### src/rtl/core/huffman_tree_load_and_decode_assert.svh
// ----------------------------------------------------------------------------
// Assertion macros for the Huffman tree load and decode block
// Concurrent checks on i_clk, masked while i_rst_n is low; empty in synthesis.
// ----------------------------------------------------------------------------
`ifndef HUFFMAN_TREE_LOAD_AND_DECODE_ASSERT_SVH
`define HUFFMAN_TREE_LOAD_AND_DECODE_ASSERT_SVH

`ifndef SYNTHESIS

// expr must hold at every edge
`define HUFD_ASSERT_ALWAYS(label, expr, msg) \
    label: assert property (@(posedge i_clk) disable iff (!i_rst_n) (expr)) \
        else $error(msg);

// cons must hold in the same cycle as ante
`define HUFD_ASSERT_IMPL(label, ante, cons, msg) \
    label: assert property (@(posedge i_clk) disable iff (!i_rst_n) \
        (ante) |-> (cons)) else $error(msg);

// cons must hold in the cycle after ante
`define HUFD_ASSERT_NEXT(label, ante, cons, msg) \
    label: assert property (@(posedge i_clk) disable iff (!i_rst_n) \
        (ante) |=> (cons)) else $error(msg);

`else

`define HUFD_ASSERT_ALWAYS(label, expr, msg)
`define HUFD_ASSERT_IMPL(label, ante, cons, msg)
`define HUFD_ASSERT_NEXT(label, ante, cons, msg)

`endif

`endif

### src/rtl/core/hufd_pkg.sv
// ----------------------------------------------------------------------------
// hufd_pkg
// Shared types and codes of the Huffman tree load and decode block.
// ----------------------------------------------------------------------------
package hufd_pkg;

    localparam int MODE_W    = 2;
    localparam int VALUE_W   = 8;
    localparam int SYM_OUT_W = 8;

    // item kinds
    typedef enum logic [MODE_W-1:0] {
        MODE_SHAPE  = 2'd0,
        MODE_SYMBOL = 2'd1,
        MODE_DATA   = 2'd2,
        MODE_CLEAR  = 2'd3
    } t_mode;

    localparam logic STATUS_OK  = 1'b0;
    localparam logic STATUS_ERR = 1'b1;

    // one result beat
    typedef struct packed {
        logic [SYM_OUT_W-1:0] symbol;
        logic                 status;
    } t_res;

endpackage

### src/rtl/core/hufd_res_if.sv
// ----------------------------------------------------------------------------
// hufd_res_if
// Result channel: one beat carries a decoded symbol and a status bit.
// ----------------------------------------------------------------------------
interface hufd_res_if;

    logic                            valid;
    logic                            ready;
    logic [hufd_pkg::SYM_OUT_W-1:0] symbol;
    logic                            status;

    modport source (output valid, output symbol, output status, input ready);
    modport sink   (input valid, input symbol, input status, output ready);

endinterface

### src/rtl/core/hufd_res_fifo.sv
// ----------------------------------------------------------------------------
// hufd_res_fifo
// Two-entry result queue that decouples the decoder from the result sink.
// ----------------------------------------------------------------------------
module hufd_res_fifo (
    input  logic           i_clk,
    input  logic           i_rst_n,
    input  logic           i_push,
    input  hufd_pkg::t_res i_data,
    output logic [1:0]     o_count,
    hufd_res_if.source     o_res
);

    import hufd_pkg::*;

    t_res       r_slot [2];
    logic       r_wr;
    logic       r_rd;
    logic [1:0] r_count;
    logic       w_pop;

    assign w_pop = o_res.valid && o_res.ready;

    // pointers and fill level
    always_ff @(posedge i_clk) begin
        if (!i_rst_n) begin
            r_wr    <= 1'b0;
            r_rd    <= 1'b0;
            r_count <= 2'd0;
        end else begin
            if (i_push) begin
                r_wr <= ~r_wr;
            end
            if (w_pop) begin
                r_rd <= ~r_rd;
            end
            case ({i_push, w_pop})
                2'b10:   r_count <= r_count + 2'd1;
                2'b01:   r_count <= r_count - 2'd1;
                default: r_count <= r_count;
            endcase
        end
    end

    // entry storage
    always_ff @(posedge i_clk) begin
        if (i_push) begin
            r_slot[r_wr] <= i_data;
        end
    end

    assign o_res.valid  = (r_count != 2'd0);
    assign o_res.symbol = r_slot[r_rd].symbol;
    assign o_res.status = r_slot[r_rd].status;
    assign o_count      = r_count;

endmodule

### src/flat_wrapper.sv
// flat-port wrapper written by rule: the top's interface ports become plain ports
module hufd_res_fifo_flat import hufd_pkg::*;
  (i_clk, i_rst_n, i_push, i_data, o_count, o_res_valid, o_res_symbol, o_res_status, o_res_ready);
  hufd_res_if o_res_i ();
  input  logic i_clk;
  input  logic i_rst_n;
  input  logic i_push;
  input  hufd_pkg::t_res i_data;
  output logic [1:0] o_count;
  output wire logic [$bits(o_res_i.valid)-1:0] o_res_valid;
  output wire logic [$bits(o_res_i.symbol)-1:0] o_res_symbol;
  output wire logic [$bits(o_res_i.status)-1:0] o_res_status;
  input wire logic [$bits(o_res_i.ready)-1:0] o_res_ready;
  assign o_res_valid = o_res_i.valid;
  assign o_res_symbol = o_res_i.symbol;
  assign o_res_status = o_res_i.status;
  assign o_res_i.ready = o_res_ready;
  hufd_res_fifo u_core (.i_clk(i_clk), .i_rst_n(i_rst_n), .i_push(i_push), .i_data(i_data), .o_count(o_count), .o_res(o_res_i));
endmodule
### config.mk
export PLATFORM = sky130hd
export DESIGN_NAME = hufd_res_fifo_flat
export DESIGN_NICKNAME = d
export VERILOG_FILES = /design/src/rtl/core/huffman_tree_load_and_decode_assert.svh /design/src/rtl/core/hufd_pkg.sv /design/src/rtl/core/hufd_res_if.sv /design/src/rtl/core/hufd_res_fifo.sv /design/src/flat_wrapper.sv
export SDC_FILE = /design/constraint.sdc
export NUM_CORES = 1
export LEC_CHECK = 0
export BUFFER_PORTS_ARGS = -buffer_cell sky130_fd_sc_hd__clkbuf_2
export CAP_MARGIN = 20
export CELL_PAD_IN_SITES_DETAIL_PLACEMENT = 0
export CELL_PAD_IN_SITES_GLOBAL_PLACEMENT = 2
export CORE_MARGIN = 2
export CORE_UTILIZATION = 36
export DETAILED_ROUTE_END_ITERATION = 8
export GPL_TIMING_DRIVEN = 1
export PLACE_DENSITY = 0.86
export SLEW_MARGIN = 15
export SYNTH_ARGS = -nofsm -noshare
export SYNTH_HDL_FRONTEND = slang
export SYNTH_SLANG_ARGS = --single-unit
export TNS_END_PERCENT = 5
### constraint.sdc
create_clock -name i_clk -period 2 [get_ports i_clk]
set_input_delay 0.4 -clock i_clk [delete_from_list [all_inputs] [get_ports i_clk]]
set_output_delay 0.4 -clock i_clk [all_outputs]
set_load 0.005 [all_outputs]
# Yosys cells after proc, flatten, opt, wreduce, memory -nomap -nowiden
# Memories as Yosys holds them, arrays and structs flattened. A register that Yosys moved wholly into a read port is not among the register bits.
# Cells that the tools add are included.
# word_totals
regBits	4
ram_bits	18
in_bits	13
output_inout_bits	12
elab_cells	18
mem_count	1
# classes
addsub	2
eq_ne	2
muxes	5
n_bitwise	2
reduce_logical	3
# mem_list
name	words	word_bits	read_ports	rd_ports_with_merged_regs	wr	line_no	rtl
u_core.r_slot	2	9	1	1	1	hufd_res_fifo.sv:16	t_res r_slot [2];
# op_table
cell	n
2-to-1 mux 1 bit	4
one-hot mux 2 bit (2 select lines)	1
nonzero test 2 bit	2
adder 2 x 1 -> 2 bit (second input constant)	1
equality test 2 x 1 -> 1 bit (second input constant)	1
equality test 2 bit (second input constant)	1
inverter 1 bit	2
subtractor 2 x 1 -> 2 bit (second input constant)	1
logical AND 1 bit	1

# Longest topological paths before layout
# Gate-level depths: netlist of run 1.
# logic_depth
word_depth	4
mapped_depth	5
ltp_nobuf	5

# Least setup slack after synthesis of run 1
# No wires, ideal clock.
# synth_path
path_kind	reg-to-reg
startpoint	register u_core.r_count[0], in the netlist u_core.o_count[0]
endpoint	register u_core.r_count[1], in the netlist u_core.o_count[1]
setup_ns	0.070
arrival_time_ns	1.301
required_ns	1.930
slack_ns	0.629
path_stages_with_launch	5
path_buffers	0
synth_period_minus_slack_ns	1.371
cell_sequence	dfxtp_1 -> o21a_1 -> ha_1 -> or3_1 -> a21boi_1
# synth_via
elab_chain_len	4
word_cells_on_any_way	8
classes_between	2 x add/sub; 2 x eq/ne; 1 x mux; 3 x reduce/logical
# synth_lines
element	line_no	rtl
start: declaration	hufd_res_fifo.sv:19	logic [1:0] r_count;
start signal: assignment	hufd_res_fifo.sv:38	2'b10: r_count <= r_count + 2'd1;
start signal: assignment	hufd_res_fifo.sv:39	2'b01: r_count <= r_count - 2'd1;
start signal: assignment	hufd_res_fifo.sv:40	default: r_count <= r_count;
nonzero test 2 bit *	hufd_res_fifo.sv:52	assign o_res.valid = (r_count != 2'd0);
logical AND 1 bit *	hufd_res_fifo.sv:22	assign w_pop = o_res.valid && o_res.ready;
net u_core.w_pop	hufd_res_fifo.sv:20	logic w_pop;
equality test 2 x 1 -> 1 bit or equality test 2 bit (tied branches)	hufd_res_fifo.sv:37	case ({i_push, w_pop})
one-hot mux 2 bit (2 select lines) or nonzero test 2 bit (tied branches)	--	
# The timed path passes the listed nets; every way through them passes the cells marked *.
# A chain may end at the register's enable or synchronous reset.

==> impl_metrics.py, run 1 <==
metrics = {
    "run_status": {
        "outcome": "completed",
    },
    "floorplan": {
        "dieArea_um2": 2810,
        "die_h_um": 53.0,
        "start_util": 0.387,
        "die_x_um": 53.0,
        "core-area_um2": 2230,
        "num_rows": 17,
        "pin_count": 25,
    },
    "worst_setup_path": {
        "crit_path_end_kind": "primary output",
        "required_ps": 1600,
        "r2r-start": "u_core.o_count[0]",
        "r2r_slack_ps": 560,
        "cp-start-kind": "flop",
        "worstPathMaxFanout": 9,
        "reg2regPathDepth": 4,
        "critical_path_class": "reg -> out",
        "r2r-end": "u_core.o_count[1]",
        "cp.arrival_ps": 1370,
    },
    "timing": {
        "final.setup.tns_ps": 0,
        "hold_slack_ps": 289,
        "fmaxAchievable_ghz": 0.564,
        "period_share": 0.887,
        "skew_ps": 1.82,
        "worst_pin_slew_ps": 430,
        "worst_slack_ps": 226,
        "setup_viol": 0,
        "grt_setup_unrepaired": "no",
        "relSlewSlack": 0.713,
        "slew_violations": 0,
        "finalCriticalPeriod_ps": 1770,
        "hold_violations": 0,
    },
    "layout": {
        "final_area_um2": 1050,
        "n_fill_cell": 211,
        "multi_input_area_um2": 215,
        "seqCellArea_um2": 641,
        "antenna-diode-count": 0,
        "syn2layout_area_growth_pct": 21.4,
        "drive_above_1_share": 0.500,
        "final_nets": 93,
    },
    "global_route": {
        "grt_pass1_wl_um": 1880,
        "met1_usage": 0.104,
        "grt.busiest_layer": "met2",
        "grt_max_degree": 14,
        "grt_pass1_vias": 451,
        "grt-ovfl-total": 0,
        "met2_usage": 0.171,
        "grt_util_met3": 0.0311,
        "grt_usage": 0.0978,
        "antenna_found_initial": 0,
    },
    "route": {
        "vias_per_cell": 4.54,
        "wl_per_cell_um": 11.3,
        "drt_wl_total_um": 1200,
        "drt-initial-drc-count": 4,
        "ant_nets": 0,
        "vias": 481,
        "dr.pass1.iters": 3,
        "drcViolationCount": 0,
    },
    "placed_design": {
        "hpwl_um": 896,
        "dp_slack_ps": 519,
        "gp_routability_congestion": 0.681,
        "numPortBuffers": 24,
        "placed_area_um2": 1020,
    },
    "power_and_ir_drop": {
        "p_comb_frac": 0.250,
        "p_int_uw": 817,
        "pwr-share-clk": 0.180,
        "peakVddDrop_mv": 0.519,
        "switching_share": 0.257,
        "power.leakage_uw": 0.000412,
        "seqPwrFrac": 0.569,
        "p_sw_uw": 283,
        "power.density_nw_per_um2": 1050,
    },
    "synthesis": {
        "syn_nets": 64,
        "postSynthAreaPerCell_um2": 17.3,
        "syn_inst": 50,
        "syn_area_um2": 865,
        "ys_ff_latch": 23,
        "synthArstFlopShare": 0,
        "ys_seq_area_frac": 0.741,
        "yosys_warnings": 0,
        "synth-edff-count": 18,
        "synthFlopType": "edfxtp_1",
        "ys_types": 15,
    },
    "clock_tree": {
        "clk_latency_ps": 290,
        "root_buffer": "clkbuf_4",
        "clockBufferDepth": 2,
        "cts.sinks": 23,
        "cts_tree": "done",
        "h-tree-depth": 1,
        "postCtsHoldBufs": 0,
        "cts_resized": 0,
        "postCtsSetupBuffers": 0,
        "clk_pin_slew_worst_paths_ps": 120,
        "cts_made_buffers": 3,
    },
    "hold_path": {
        "hold_end": "u_core.r_slot[1][5]",
        "hold_depth": 1,
        "worstHoldPathType": "in -> reg",
        "hold_path.startpoint": "i_data[5]",
    },
    "job": {
        "maxCapViolations": 0,
    },
}
[layer usage]
metal | vias to the layer above | wire [µm]
met5 | - | 0
met3 | 2 | 88
met2 | 16 | 595
li1 | 238 | -
met1 | 225 | 503
met4 | 0 | 12
[cell families (layout without fill, tap and decap cells)]
group / count (synthesis) / after routing / synth area share
simple gates: 8 / 8 / 0.0550
flops: 23 / 23 / 0.741
fa+ha+maj: 1 / 1 / 0.0145
mux: 9 / 9 / 0.117
xor+xnor: 3 / 3 / 0.0304
compound gates: 4 / 4 / 0.0318
buf+inv: 2 / 30 / 0.0101
[worst max-delay path: stages, from the launching register on]
cell	delay (ps)
dfxtp_1	580
mux2_2	390
clkbuf_2	110
[layout make-up]
class | count | share of cell area
multi-input combinational | 25 | 0.205
clock buffer | 3 | 0.0215
tap | 28 | 0.0334
inverter | 1 | 0.00358
clock inverter | 1 | 0.00477
sequential | 23 | 0.610
timing repair buffer | 25 | 0.122
[worst max-delay path by stage]
stage	to	slack, ps	depth (start not counted)
6_report	o_res_symbol[5]	230	2
5_1_grt	o_res_symbol[5]	150	2
4_1_cts	o_res_symbol[5]	190	2
3_5_place_dp	u_core.o_count[1]	520	5
3_3_place_gp	o_res_symbol[5]	530	2
2_1_floorplan	u_core.o_count[1]	630	4
[through the flow]
stage                     power, µW  std cells  utilization
after floorplan                 806         50            -
after global placement          915        102        0.458
after detailed placement        917        102        0.458
after CTS                      1120        106        0.470
after global routing           1170        106        0.470
final                          1100        106        0.470
[state kept, by name (all words and copies together), names as in the netlist, named ones only]
register	count
u_core.r_slot	18
u_core.o_count	2
u_core.r_wr	1
u_core.r_rd	1
[cell usage after synthesis, types with 2 or more instances]
| library cell | n | area, µm² |
|---|---|---|
| o21a_1 | 2 | 15.0 |
| edfxtp_1 | 18 | 541 |
| and2_1 | 2 | 12.5 |
| mux2_2 | 9 | 101 |
| xnor2_1 | 3 | 26.3 |
| nor2b_1 | 3 | 18.8 |
| dfxtp_1 | 5 | 100 |
[power by group through the flow]
stage | combinational [µW] | clock, µW | sequential (µW)
floorplan | 198 | 0 | 608
global placement | 277 | 0 | 638
detailed placement | 279 | 0 | 638
CTS | 280 | 209 | 629
global route | 306 | 229 | 636
finish | 275 | 198 | 626
[placed cells by master, fill, tap and decap left out, drive strengths merged]
cell	instances
inv	1
clkinv	1
buf	1
mux2	9
and2	2
or3	1
or2	1
nor2	1
clkbuf	27
nor2b	3
ha	1
o21a	2
dfxtp	5
edfxtp	18
a21boi	1
o21ai	1
xnor2	3
Note: power is estimated with default switching activity, not from simulation.
==> run 2: changes to the inputs <==
--- a/config.mk
+++ b/config.mk
@@ -9,7 +9,6 @@
 export CAP_MARGIN = 20
 export CELL_PAD_IN_SITES_DETAIL_PLACEMENT = 0
 export CELL_PAD_IN_SITES_GLOBAL_PLACEMENT = 2
-export CORE_MARGIN = 2
 export CORE_UTILIZATION = 36
 export DETAILED_ROUTE_END_ITERATION = 8
 export GPL_TIMING_DRIVEN = 1
==> run 2 against run 1 <==
  * Utilization unchanged
  * Highest routed layer is now met3
  * Critical path depth unchanged
  * Register-to-register slack about the same
  * Via count decreased by 2.1%
==> impl_metrics.py, run 2 (synthesis results as in run 1) <==
metrics = {
    "layout": {
        "largest_register_ffs": 18,
        "final_nets": 93,
        "mostFrequentLayoutCell": "clkbuf_2",
        "utilization": 0.470,
        "regMostFlops": "u_core.r_slot",
        "syn2layout_area_growth_pct": 21.4,
        "antenna-diode-count": 0,
        "layout.cells.most_common_list": "clkbuf_2 (24), edfxtp_1 (18), mux2_2 (9)",
        "final_area_um2": 1050,
        "drive_above_1_share": 0.500,
    },
    "route": {
        "drt_wl_total_um": 1190,
        "vias": 471,
        "ant_nets": 0,
        "wl_per_cell_um": 11.2,
        "drcViolationCount": 0,
        "drt-initial-drc-count": 5,
        "dr.pass1.iters": 4,
        "vias_per_cell": 4.44,
    },
    "worst_setup_path": {
        "cp.arrival_ps": 1380,
        "cp_num_buf_inv": 1,
        "cp_top_family": "flip-flops",
        "r2r-end": "u_core.o_count[1]",
        "crit_path_end_kind": "primary output",
        "critical_path_class": "reg -> out",
        "cp_slowest_cell": "dfxtp_1",
        "r2r_slack_ps": 560,
        "r2r-start": "u_core.o_count[0]",
        "reg2regPathDepth": 4,
        "required_ps": 1600,
        "cp_num_cells": 2,
        "path_cells": "mux2_2, clkbuf_2",
        "max_stage_delay_ps": 590,
        "cp-start-kind": "flop",
        "worstPathMaxFanout": 9,
    },
    "placed_design": {
        "gp_routability_congestion": 0.612,
        "dp_slack_ps": 531,
        "numPortBuffers": 24,
        "placed_area_um2": 1020,
    },
    "clock_tree": {
        "cts_tree": "done",
        "cts_resized": 0,
        "root_buffer": "clkbuf_4",
        "cts_made_buffers": 3,
        "cts.sinks": 23,
        "postCtsHoldBufs": 0,
        "clk_latency_ps": 300,
        "h-tree-depth": 1,
        "postCtsSetupBuffers": 0,
        "clk_pin_slew_worst_paths_ps": 120,
        "clockBufferDepth": 2,
    },
    "timing": {
        "worst_pin_slew_ps": 438,
        "finalCriticalPeriod_ps": 1780,
        "worst_slack_ps": 220,
        "slew_violations": 0,
        "hold_violations": 0,
        "setup_viol": 0,
        "period_share": 0.890,
        "skew_ps": 7.98,
        "grt_setup_unrepaired": "no",
        "relSlewSlack": 0.708,
        "fmaxAchievable_ghz": 0.562,
        "final.setup.tns_ps": 0,
    },
    "power_and_ir_drop": {
        "seqPwrFrac": 0.569,
        "power.total_uw": 1100,
        "switching_share": 0.256,
        "p_int_uw": 817,
        "pwr-share-clk": 0.183,
        "p_comb_frac": 0.249,
        "power.density_nw_per_um2": 1050,
        "power.leakage_uw": 0.000412,
        "p_sw_uw": 282,
        "peakVddDrop_mv": 0.582,
    },
    "global_route": {
        "antenna_found_initial": 0,
        "grt_usage": 0.0987,
        "grt_pass1_vias": 437,
        "grt_pass1_wl_um": 1860,
        "grt-ovfl-total": 0,
        "grt_max_degree": 14,
    },
    "hold_path": {
        "hold_path.startpoint": "i_data[5]",
        "worstHoldPathType": "in -> reg",
        "hold_depth": 1,
        "hold_end": "u_core.r_slot[1][5]",
    },
    "floorplan": {
        "dieArea_um2": 2600,
        "pin_count": 25,
        "die_h_um": 51.0,
        "core-area_um2": 2230,
        "num_rows": 17,
        "start_util": 0.387,
        "die_x_um": 51.0,
    },
    "job": {
        "maxCapViolations": 0,
    },
    "run_status": {
        "outcome": "completed",
    },
}
## run 2: cell counts in the layout (fill, tap and decap cells not counted)
No cell type changed its count.
## run 2: worst max path at each step
stage	start	to	slack (ps)
floorplan	u_core.o_count[0]	u_core.o_count[1]	630
global placement	flop	o_res_symbol[5]	530
detailed placement	o_res_ready	u_core.o_count[1]	530
CTS	flop	o_res_symbol[5]	190
global route	flop	o_res_symbol[5]	140
finish	flop	o_res_symbol[5]	220
## run 2: cell type report
class	count	area (µm²)
clock buffer	3	22.5
clock inverter	1	5.00
fill	198	1180
inverter	1	3.75
multi-input combinational	25	215
sequential	23	641
tap	28	35.0
timing repair buffer	25	128
## run 2: metal layers
layer  vias to the layer above  wire (µm)  global-route usage  share of wire
met2                        17        544               0.149           0.46
met1                       217        564               0.129           0.47
met4                         0          0              0.0417              0
met3                         0         81              0.0327          0.068
met5                         -          0                   0              0
li1                        237          -                   -              -
## run 2: through the flow
step                hold slack [ps]  cells
floorplan                       494     50
global placement                506    102
detailed placement              513    102
CTS                             276    106
global route                    270    106
finish                          285    106
## run 2: power by group through the flow
| stage | combinational [µW] | clock (µW) | sequential, µW |
|---|---|---|---|
| final | 274 | 201 | 625 |
| after global routing | 302 | 223 | 633 |
| after CTS | 278 | 208 | 627 |
| after floorplan | 198 | 0 | 608 |
| after detailed placement | 274 | 0 | 637 |
| after global placement | 275 | 0 | 638 |
==> run 3: changes to the inputs <==
--- a/config.mk
+++ b/config.mk
@@ -9,10 +9,10 @@
 export CAP_MARGIN = 20
 export CELL_PAD_IN_SITES_DETAIL_PLACEMENT = 0
 export CELL_PAD_IN_SITES_GLOBAL_PLACEMENT = 2
-export CORE_UTILIZATION = 36
+export CORE_UTILIZATION = 23
 export DETAILED_ROUTE_END_ITERATION = 8
 export GPL_TIMING_DRIVEN = 1
-export PLACE_DENSITY = 0.86
+export PLACE_DENSITY = 0.61
 export SLEW_MARGIN = 15
 export SYNTH_ARGS = -nofsm -noshare
 export SYNTH_HDL_FRONTEND = slang
==> run 3 against run 2 <==
  * Hold slack better by 44 ps
  * Utilization is 16 points lower
  * Clock skew is 6.2 ps lower
  * Setup slack better by 28 ps
  * Wire length is 15% higher
  * First-iteration DRC count is 60% higher
  * Critical path type unchanged
  * Global-route usage is 2.5 points lower
==> impl_metrics.py, run 3 (synthesis results as in run 1) <==
metrics = {
    "job": {
        "maxCapViolations": 0,
    },
    "worst_setup_path": {
        "cp_num_cells": 2,
        "r2r-end": "u_core.o_count[1]",
        "reg2regPathDepth": 4,
        "r2r_slack_ps": 530,
        "crit_path_end": "o_res_symbol[0]",
        "worstPathMaxFanout": 9,
        "crit_path_end_kind": "primary output",
        "cp_num_buf_inv": 1,
        "cp_slowest_cell": "dfxtp_1",
        "max_stage_delay_ps": 590,
        "path_cells": "mux2_2, clkbuf_2",
        "cp_top_family": "flip-flops",
        "required_ps": 1600,
        "r2r-start": "u_core.o_count[0]",
        "cp.arrival_ps": 1350,
        "critical_path_class": "reg -> out",
        "cp-start-kind": "flop",
    },
    "placed_design": {
        "hpwl_um": 1010,
        "dpl.cell_count": 120,
        "placed_area_um2": 1040,
        "gp_routability_congestion": 0.604,
        "numPortBuffers": 24,
    },
    "route": {
        "drt-initial-drc-count": 8,
        "dr.pass1.iters": 4,
        "highest_layer": "met3",
        "route.layer.met1.wl_um": 652,
        "drt_wl_total_um": 1370,
        "vias": 490,
        "wl_per_cell_um": 11.0,
        "dr_wl_met2_um": 613,
        "drcViolationCount": 0,
        "vias_per_cell": 3.95,
        "route.met3.wl_um": 103,
        "ant_nets": 0,
    },
    "clock_tree": {
        "h-tree-depth": 1,
        "cts_tree": "done",
        "postCtsSetupBuffers": 0,
        "cts.sinks": 23,
        "postCtsHoldBufs": 0,
        "root_buffer": "clkbuf_8",
        "cts_made_buffers": 3,
        "clockBufferDepth": 2,
        "clk_pin_slew_worst_paths_ps": 80,
        "cts_resized": 0,
        "clk_latency_ps": 260,
    },
    "layout": {
        "drive_above_1_share": 0.500,
        "syn2layout_area_growth_pct": 26.2,
        "regMostFlops": "u_core.r_slot",
        "antenna-diode-count": 0,
        "final_nets": 93,
        "utilization": 0.315,
        "layout.cells.most_common_list": "clkbuf_2 (24), edfxtp_1 (18), mux2_2 (9)",
        "fin_cells": 124,
        "mostFrequentLayoutCell": "clkbuf_2",
        "largest_register_ffs": 18,
        "final_area_um2": 1090,
    },
    "global_route": {
        "grt_usage": 0.0735,
        "antenna_found_initial": 0,
        "grt_max_degree": 14,
        "grt_pass1_wl_um": 2210,
        "grt-ovfl-total": 0,
        "grt_pass1_vias": 475,
    },
    "timing": {
        "skew_ps": 1.76,
        "worst_pin_slew_ps": 429,
        "final.setup.tns_ps": 0,
        "hold_violations": 0,
        "relSlewSlack": 0.714,
        "period_share": 0.876,
        "setup_viol": 0,
        "fmaxAchievable_ghz": 0.571,
        "finalCriticalPeriod_ps": 1750,
        "grt_setup_unrepaired": "no",
        "slew_violations": 0,
    },
    "floorplan": {
        "pin_count": 25,
        "core-area_um2": 3470,
        "num_rows": 21,
        "die_h_um": 63.3,
        "die_x_um": 63.3,
        "start_util": 0.249,
        "dieArea_um2": 4010,
    },
    "power_and_ir_drop": {
        "peakVddDrop_mv": 0.476,
        "power.total_uw": 1180,
        "power.leakage_uw": 0.000420,
        "power.density_nw_per_um2": 1080,
    },
    "hold_path": {
        "worstHoldPathType": "in -> reg",
        "hold_path.startpoint": "i_data[5]",
    },
    "run_status": {
        "outcome": "completed",
    },
}
[run 3: worst min-delay path by stage]
stage	slack [ps]	end	cells past startpoint
floorplan	490	u_core.o_count[1]	2
CTS	320	u_core.r_slot[1][5]	1
detailed placement	520	u_core.o_count[1]	2
global placement	500	u_core.o_count[1]	2
finish	330	u_core.r_slot[1][5]	1
global route	320	u_core.r_slot[0][4]	1
[run 3: stage by stage]
stage	setup WS [ps]	hold slack, ps
2_1_floorplan	629	494
3_3_place_gp	511	500
3_5_place_dp	503	515
4_1_cts	221	321
5_1_grt	170	318
6_report	248	329
[run 3: area by class of cell]
type,count,area (µm²)
fill,369,2380
sequential,23,641
multi-input combinational,25,215
timing repair buffer,25,128
tap,46,57.6
clock buffer,3,41.3
clock inverter,1,5.00
inverter,1,3.75
[run 3: worst register-to-register path: cells and delay by family, from the launching register on]
| kind | cells | cell delay (ps) |
|---|---|---|
| simple gates | 1 | 360 |
| fa+ha+maj | 1 | 320 |
| compound gates | 2 | 360 |
| flops | 1 | 370 |
[run 3: where the power goes]
group | leakage [µW] | internal (µW) | switching, µW
registers | 0.000210 | 570 | 57.9
logic | 0.000184 | 173 | 104
clock network | 0.0000255 | 139 | 137
total | 0.000420 | 882 | 299
[run 3: metal layers]
layer  global-route usage  vias to the layer above
met1                0.101                      233
li1                     -                      239
met3               0.0236                        0
met2                0.103                       18
met4               0.0341                        0
met5                    0                        -
